$ cat config.mk
export PLATFORM = sky130hd
export DESIGN_NAME = gaw_cfg_regs
export DESIGN_NICKNAME = d
export VERILOG_FILES = /design/src/gaw_pkg.sv /design/src/gaw_cfg_regs.sv
export SDC_FILE = /design/constraint.sdc
export NUM_CORES = 1
export LEC_CHECK = 0
export ABC_AREA = 1
export BUFFER_PORTS_ARGS = -buffer_cell sky130_fd_sc_hd__buf_2
export CORE_MARGIN = 4
export CORE_UTILIZATION = 47
export DETAILED_ROUTE_END_ITERATION = 16
export PLACE_DENSITY = 0.86
export SETUP_SLACK_MARGIN = 0.1
export SYNTH_ARGS = -nofsm -noshare
export SYNTH_HDL_FRONTEND = slang
export SYNTH_SLANG_ARGS = --single-unit
$ cat constraint.sdc
create_clock -name i_clk -period 1.6 [get_ports i_clk]
set_input_delay 0.32 -clock i_clk [delete_from_list [all_inputs] [get_ports i_clk]]
set_output_delay 0.32 -clock i_clk [all_outputs]
set_load 0.005 [all_outputs]
$ cat src/gaw_pkg.sv
// Shared types and constants for the glyph advance width unit.
// Used by gaw_cfg_regs and glyph_advance_width_unit; no dependencies.
`default_nettype none

package gaw_pkg;

    // Input actions
    localparam logic [1:0] ACT_OFFSET  = 2'd0;
    localparam logic [1:0] ACT_SPACING = 2'd1;
    localparam logic [1:0] ACT_MEASURE = 2'd2;

    // Font kinds
    localparam logic [1:0] KIND_FIXED  = 2'd0;
    localparam logic [1:0] KIND_STRIKE = 2'd1;
    localparam logic [1:0] KIND_KERNED = 2'd2;

    // Register indexes (byte address = 4 * index)
    localparam int unsigned CFG_AW = 5;
    localparam logic [2:0] REG_FONT_KIND    = 3'd0;
    localparam logic [2:0] REG_FIRST_CODE   = 3'd1;
    localparam logic [2:0] REG_LAST_CODE    = 3'd2;
    localparam logic [2:0] REG_FIXED_WIDTH  = 3'd3;
    localparam logic [2:0] REG_FRAME_BYTES  = 3'd4;
    localparam logic [2:0] REG_RIGHT_OFFSET = 3'd5;

    localparam logic [7:0]  SPACE_CODE   = 8'd32;
    localparam logic [15:0] MISSING_WORD = 16'hFFFF;

    typedef struct packed {
        logic [1:0]  action;
        logic [8:0]  table_index;
        logic [15:0] entry_value;
        logic [7:0]  char_code;
        logic [7:0]  next_code;
        logic        last_of_string;
    } t_item;

    typedef struct packed {
        logic signed [15:0] advance;
        logic signed [23:0] total_width;
    } t_result;

    typedef struct packed {
        logic [1:0]        font_kind;
        logic [7:0]        first_code;
        logic [7:0]        last_code;
        logic [7:0]        fixed_width;
        logic [11:0]       frame_bytes;
        logic signed [7:0] right_offset;
    } t_cfg;

endpackage

`default_nettype wire

$ cat src/gaw_cfg_regs.sv
// APB register file holding the font configuration.
// Depends on gaw_pkg for the register indexes and the t_cfg struct.
`default_nettype none

module gaw_cfg_regs (
    input  wire logic                        i_clk,
    input  wire logic                        i_rst_n,
    input  wire logic                        psel,
    input  wire logic                        penable,
    input  wire logic                        pwrite,
    input  wire logic [gaw_pkg::CFG_AW-1:0]  paddr,
    input  wire logic [31:0]                 pwdata,
    output logic [31:0]                      prdata,
    output logic                             pready,
    output gaw_pkg::t_cfg                    o_cfg
);

    gaw_pkg::t_cfg r_cfg;
    logic [2:0]    reg_idx;
    logic          wr_en;

    assign reg_idx = paddr[gaw_pkg::CFG_AW-1:2];
    assign wr_en   = psel && penable && pwrite;
    assign pready  = 1'b1;
    assign o_cfg   = r_cfg;

    always_ff @(posedge i_clk) begin
        if (!i_rst_n) begin
            r_cfg.font_kind    <= gaw_pkg::KIND_FIXED;
            r_cfg.first_code   <= 8'd32;
            r_cfg.last_code    <= 8'd127;
            r_cfg.fixed_width  <= 8'd8;
            r_cfg.frame_bytes  <= 12'd0;
            r_cfg.right_offset <= 8'sd0;
        end else if (wr_en) begin
            case (reg_idx)
                gaw_pkg::REG_FONT_KIND:    r_cfg.font_kind    <= pwdata[1:0];
                gaw_pkg::REG_FIRST_CODE:   r_cfg.first_code   <= pwdata[7:0];
                gaw_pkg::REG_LAST_CODE:    r_cfg.last_code    <= pwdata[7:0];
                gaw_pkg::REG_FIXED_WIDTH:  r_cfg.fixed_width  <= pwdata[7:0];
                gaw_pkg::REG_FRAME_BYTES:  r_cfg.frame_bytes  <= pwdata[11:0];
                gaw_pkg::REG_RIGHT_OFFSET: r_cfg.right_offset <= pwdata[7:0];
                default: ;
            endcase
        end
    end

    always_comb begin
        case (reg_idx)
            gaw_pkg::REG_FONT_KIND:    prdata = {30'd0, r_cfg.font_kind};
            gaw_pkg::REG_FIRST_CODE:   prdata = {24'd0, r_cfg.first_code};
            gaw_pkg::REG_LAST_CODE:    prdata = {24'd0, r_cfg.last_code};
            gaw_pkg::REG_FIXED_WIDTH:  prdata = {24'd0, r_cfg.fixed_width};
            gaw_pkg::REG_FRAME_BYTES:  prdata = {20'd0, r_cfg.frame_bytes};
            gaw_pkg::REG_RIGHT_OFFSET: prdata = {24'd0, r_cfg.right_offset};
            default:                   prdata = 32'd0;
        endcase
    end

endmodule

`default_nettype wire

After elaboration in Yosys (flattened, before gate mapping):

Index checks and enable logic that the tools add are counted.

* register bits: 46
* bits of input ports: 42
* output and inout bits: 79
* logic and storage cells: 21

* equality and inequality tests: 5
* muxes and demuxes: 1
* reductions and logical operators: 9

Operator list (count)
* case mux 12 bit (6 select lines): 1
* AND reduction 2 bit: 6
* equality test 3 x 2 -> 1 bit, second input constant: 2
* equality test 3 bit, second input constant: 2
* equality test 3 x 1 -> 1 bit, second input constant: 1
* zero test 3 bit: 1
* logical AND 1 bit: 2

Longest topological paths before layout:

Gate-level depths: netlist of run 1.

* depth in word-level cells: 3
* depth in mapped cells: 9
* gate-level depth less buffers: 7

Least setup slack after synthesis of run 1:

Ideal clock, no wire load.

* kind: input -> output
* start point: input port paddr[3] (netlist bit)
* end point: output port prdata[2]
* arrival time: 1.050 ns
* data required time: 1.280 ns
* path slack: 0.230 ns
* cell stages on the path: 8
* path buffers: 3
* cell sequence: buf_6 inv_4 buf_6 nand2_4 nor2_4 buf_6 nand2_1 nand3_1

* cells in the longest elaborated chain, start to end: 2
* elaborated cells on any way between the ends: 7

Ends and longest elaborated chain
* start: declaration: RTL line gaw_cfg_regs.sv:11 `input wire logic [gaw_pkg::CFG_AW-1:0] paddr,`
* equality test 3 bit, or another cell as far along: RTL line gaw_cfg_regs.sv:49 `case (reg_idx)`
* case mux 12 bit (6 select lines) *: RTL line gaw_cfg_regs.sv:49
* end: declaration: RTL line gaw_cfg_regs.sv:13 `output logic [31:0] prdata,`

Every way passes the cells marked *; elsewhere a longest branch is shown, timed or not.

Final worst setup path of run 1:

* start point: input port paddr[3] (netlist bit)
* end point: output port prdata[0]

The elaborated chain is that of the path after synthesis.

==> results of run 1 <==
[cell usage in the layout (no fill, tap or decap), types with 2 or more instances in the layout]
master    count
nor2_1      101
nand2_1      92
buf_2        74
dfxtp_1      45
inv_1        37
nand3_1      36
conb_1       21
nand4_1      12
nand3_2      11
buf_4        10
nor2_4        7
buf_12        6
clkbuf_8      5
nor2_2        4
nand3_4       3
buf_6         3
inv_2         2
nand2_4       2
o21ai_0       2
clkbuf_1      2
[stage by stage]
stage	hold WS, ns	utilization, %	total power (µW)
after floorplan	0.446	-	1420
after CTS	0.241	57.9	2170
after global placement	0.463	55.6	1490
after detailed placement	0.471	55.6	1500
after global routing	0.244	59.9	2300
final	0.242	59.9	2190
[logic make-up (layout without fill, tap and decap cells)]
kind of cell,Yosys count,in the layout
simple gates,269,270
other cells,2,21
flops,46,46
buf+inv,80,143
compound gates,2,2
[critical path, delay by kind of cell]
kind | cells | cell delay [ns]
buffers and inverters | 3 | 0.34
and+or+nand+nor | 5 | 0.50
[what timing repair did]
item                                    4_1_cts  5_1_grt
cloned                                        1        1
pin swaps                                     4        6
resized for setup                            11       17
buffers inserted                              0        3
hold buffers                                  0        0
endpoints found under the setup margin        8       11
[area by class of cell]
| class | count | area (µm²) |
|---|---|---|
| flip-flops and latches | 46 | 922 |
| multi-input cells | 293 | 1380 |
| fillers | 517 | 2200 |
| clock buffers | 7 | 76.3 |
| inverters | 41 | 164 |
| well taps | 72 | 90.1 |
| repair buffers | 95 | 639 |
[how the worst max path moves through the flow]
stage                         from  slack, ns   endpoint
after floorplan           paddr[3]       0.23  prdata[2]
after global placement    paddr[4]      -0.01  o_cfg[30]
final                     paddr[3]       0.11  prdata[0]
after global routing      o_cfg[1]       0.05  prdata[1]
after CTS                 paddr[2]       0.08  prdata[7]
after detailed placement  paddr[4]      -0.05  o_cfg[32]
[routing by layer]
layer  vias up  routed length [µm]  GRT usage (%)
met5         -                   0              0
met4         0                 147           8.02
met3        13                 515           4.66
met2       121                3590           33.6
met1      1191                3020           26.1
li1       1352                   -              -
[power by group through the flow]
stage | Sequential (µW) | Combinational (µW) | Clock [µW]
floorplan | 1200 | 226 | 0
global placement | 1200 | 296 | 0
detailed placement | 1200 | 302 | 0
CTS | 1170 | 315 | 687
global route | 1170 | 379 | 746
finish | 1170 | 346 | 679
==> results_dict.tcl, run 1 <==
set metrics [dict create \
    status "finished, final reports clean" \
    core-area_um2 5470 \
    pwr-share-comb_pct 15.8 \
    cts_tree "done" \
    critical_path_class "in -> out" \
    yosysUniqueCellTypes 21 \
    path_cells "buf_12 -> buf_8 -> nor2_4 -> nand3_2 -> nand2_1 -> nor2_1 -> nand2_1 -> buf_2" \
    grt_pass1_wl_mm 11.5 \
    synthTopCellsByArea "dfxtp_1 35%, nor2_1 15%, nand2_1 13%" \
    syn_area_per_cell_um2 6.61 \
    clockBufferDepth 2 \
    largest_reg_flops 46 \
    synthXorXnorAreaFrac_pct 0 \
    period_needed_ns 1.49 \
    htreeDepth 2 \
    hold_path_depth 3 \
    routed_wl_mm 7.27 \
    hpwlAfterDp_mm 5.16 \
    dp_slack_ns -0.0475 \
    powerDensity_nw_per_um2 670 \
    cp_slowest_cell "nor2_4" \
    io_buffers 77 \
    vias 2677 \
    cts-root-buf "clkbuf_8" \
    maxSlewViolCount 0 \
    yosysWarnings 0 \
    setup_viol 0 \
    instances_no_fill 554 \
    vdd_drop_max_mv 0.397 \
    rsz0062_at_grt "true" \
    layout_worst_path_cycle_share_pct 93.3 \
    start_util_pct 48.2 \
    antenna_found_initial 0 \
    rr_endpoint "o_cfg[5]" \
    synth-seq-cells 46 \
    hold_viol 0 \
    synthSimpleGateAreaFrac_pct 47.3 \
    p_int_uw 1600 \
    yosysSeqAreaShare_pct 34.9 \
    cap_violations 0 \
    antenna_cells 0 \
    hp-class "in -> reg" \
    slowest_delay_ns 0.22 \
    yosysTopAreaCellShare_pct 34.9 \
    ant_nets 0 \
    end_kind "output pin" \
    netlist_area_um2 2640 \
    synth_top_family_by_area "simple AND/OR/NAND/NOR gates" \
    swShare_pct 27.3 \
    fp.dieW_um 82.9 \
    path_clk_slew_ns 0.08 \
    critPathArrivalTime_ns 1.17 \
    grt-ovfl-total 0 \
    grt_max_degree 47 \
    startpoint_type "input port" \
    grt_pass1_vias 2425 \
    worstHoldEndpoint "o_cfg[34]" \
    min_from "pwdata[6]" \
    switchingPower_uw 599 \
    pwr-share-seq_pct 53.3 \
    r2r_slack_ns 0.99 \
    clkLatencyLatePin_ns 0.29 \
    nets 524 \
    vias_per_cell 4.83 \
    ys.flop_type "dfxtp_1" \
    track_usage_pct 20.5 \
    wl_per_cell_um 13.1 \
    power.leakage_uw 0.00166 \
    fmax_ghz 0.670 \
    cts_buffers 5 \
    crit_path_frequent_cell "nand2_1" \
    synth-edff-count 0 \
    drt_iter0_markers 330 \
    place_congestion 0.859 \
    reg2regPathDepth 2 \
    power.share.clock_pct 30.9 \
    row_count 27 \
    synthMuxAreaShare_pct 0 \
    layout-drive-gt1-share_pct 27.8 \
    dp_cells 542 \
    final_area_um2 3280 \
    dieArea_um2 6880 \
    fin_setup_tns_ns 0 \
    fin_skew_ns 0 \
    drcViolationCount 0 \
    synth_top_area_cell "dfxtp_1" \
    cts_sinks 46 \
    crit_fanout 5 \
    ioPinCount 121 \
    synth_commonest_cells "104 x nor2_1, 93 x nand2_1, 46 x dfxtp_1" \
    synth-compound-area-share_pct 0.379 \
    die_h_um 82.9 \
    setup_ws_ns 0.108 \
    async_reset_ff_share_pct 0 \
    synthAdderAreaFrac_pct 0 \
    critPathRequiredTime_ns 1.28 \
    dr.pass1.iters 5 \
    crit-reg2reg-launch "o_cfg[5]" \
    area_growth_pct 24.1 \
    place_area_um2 3050 \
    synthCells 399 \
    yosysMostFrequentCell "nor2_1" \
]
No activity file was read; power rests on OpenSTA's default activity.
==> run 2, diff against run 1 <==
PLACE_DENSITY = 0.79   (was 0.86)
==> run 2 against run 1 <==
Effect of this change:
- final area fell by 1.4%
- sequential share of layout area rose by 0.43 points
- clock-buffer cell count fell by 1
- non-clock buffer count did not move
- hold slack got worse by 0.017 ns
- worst setup slack improved by 0.024 ns
- cell count did not move
- critical path depth fell by 3
- register-to-register slack got worse by 0.06 ns
- utilization fell by 0.82 points
- power rose by 8.4%
==> results_dict.tcl, run 2 (synthesized netlist as in run 1, its figures left out) <==
set metrics [dict create \
    status "finished, final reports clean" \
    ant_nets 0 \
    grt_max_degree 47 \
    layout-drive-gt1-share_pct 27.0 \
    nets 523 \
    cts_sinks 46 \
    hold_viol 0 \
    hpwlAfterDp_mm 5.15 \
    setup_viol 0 \
    track_usage_pct 20.4 \
    routed_wl_mm 7.10 \
    vdd_drop_max_mv 0.336 \
    crit_fanout 3 \
    critPathArrivalTime_ns 1.15 \
    grt_pass1_vias 2406 \
    start_util_pct 48.2 \
    fin_skew_ns 0 \
    maxSlewViolCount 0 \
    largest_reg_flops 46 \
    layout_commonest_cell "nor2_1" \
    layout_worst_path_cycle_share_pct 91.7 \
    die_h_um 82.9 \
    critical_path_class "reg -> out" \
    io_buffers 77 \
    power.leakage_uw 0.00165 \
    grt-ovfl-total 0 \
    startpoint_type "flip-flop" \
    clockBufferDepth 2 \
    antenna_found_initial 0 \
    period_needed_ns 1.47 \
    cts_tree "done" \
    core-area_um2 5470 \
    drcViolationCount 0 \
    place_congestion 0.869 \
    dieArea_um2 6880 \
    hp-class "in -> reg" \
    cap_violations 0 \
    mostFrequentLayoutCells "102 x nor2_1, 93 x nand2_1, 74 x buf_2" \
    hold_slack_ns 0.225 \
    clkLatencyLatePin_ns 0.31 \
    end_kind "output pin" \
    fin_total_pwr_uw 2380 \
    path_clk_slew_ns 0.10 \
    vias 2636 \
    cts_buffers 5 \
    area_growth_pct 22.4 \
    row_count 27 \
    drt_iter0_markers 236 \
    cts-root-buf "clkbuf_8" \
    fp.dieW_um 82.9 \
    grt_pass1_wl_mm 11.5 \
    ioPinCount 121 \
    fmax_ghz 0.681 \
    powerDensity_nw_per_um2 736 \
    vias_per_cell 4.76 \
    antenna_cells 0 \
    critPathRequiredTime_ns 1.28 \
    dr.pass1.iters 4 \
    htreeDepth 2 \
    wl_per_cell_um 12.8 \
    rsz0062_at_grt "true" \
]
-- run 2: critical path: stages (launching register included) --
cell     delay (ns)
dfxtp_2        0.35
nand4_1        0.09
nand2_1        0.07
nor2_2         0.13
nand2_1        0.07
buf_2          0.13
-- run 2: routing by layer --
layer	GRT usage (%)	routed length, µm	vias to the layer above
li1	-	-	1344
met3	4.86	514	12
met5	0	0	-
met2	34.0	3480	91
met1	25.0	2950	1189
met4	9.06	148	0
-- run 2: worst paths after layout --
path             start   endpoint  slack [ns]  cells past startpoint
max          o_cfg[21]  prdata[1]        0.13                      5
min          pwdata[6]  o_cfg[34]        0.22                      3
max reg2reg  o_cfg[20]  o_cfg[20]        0.93                      2
min reg2reg  o_cfg[30]  o_cfg[30]        0.49                      2
-- run 2: repair_timing --
item                                    4_1_cts  5_1_grt
pin swaps                                     1        5
endpoints found under the setup margin        8        8
resized for setup                             5       15
cloned                                        0        0
setup buffers                                 1        0
hold buffers                                  0        0
-- run 2: through the flow --
stage / cells / cell area (µm²) / util [%] / worst slack [ns] / setup TNS (ns)
6_report: 554 / 3230 / 59.0 / 0.132 / 0
5_1_grt: 554 / 3230 / 59.0 / 0.0822 / 0
4_1_cts: 554 / 3190 / 58.3 / 0.0865 / 0
3_5_place_dp: 545 / 3060 / 55.8 / -0.00846 / -0.00846
3_3_place_gp: 545 / 3060 / 55.8 / 0.00168 / 0
2_1_floorplan: 418 / 2710 / - / 0.230 / 0
-- run 2: area by class of cell --
| class | instances | area (µm²) |
|---|---|---|
| multi-input cells | 292 | 1350 |
| fillers | 552 | 2240 |
| inverters | 41 | 166 |
| clock buffers | 6 | 72.6 |
| well taps | 72 | 90.1 |
| flip-flops and latches | 46 | 923 |
| repair buffers | 95 | 588 |
| clock inverters | 2 | 37.5 |
-- run 2: power breakdown --
part / switching, µW / total, µW / internal [µW] / leakage (µW)
Sequential: 11.6 / 1170 / 1160 / 0.000372
Clock: 420 / 886 / 467 / 0.0000514
Combinational: 199 / 321 / 122 / 0.00122
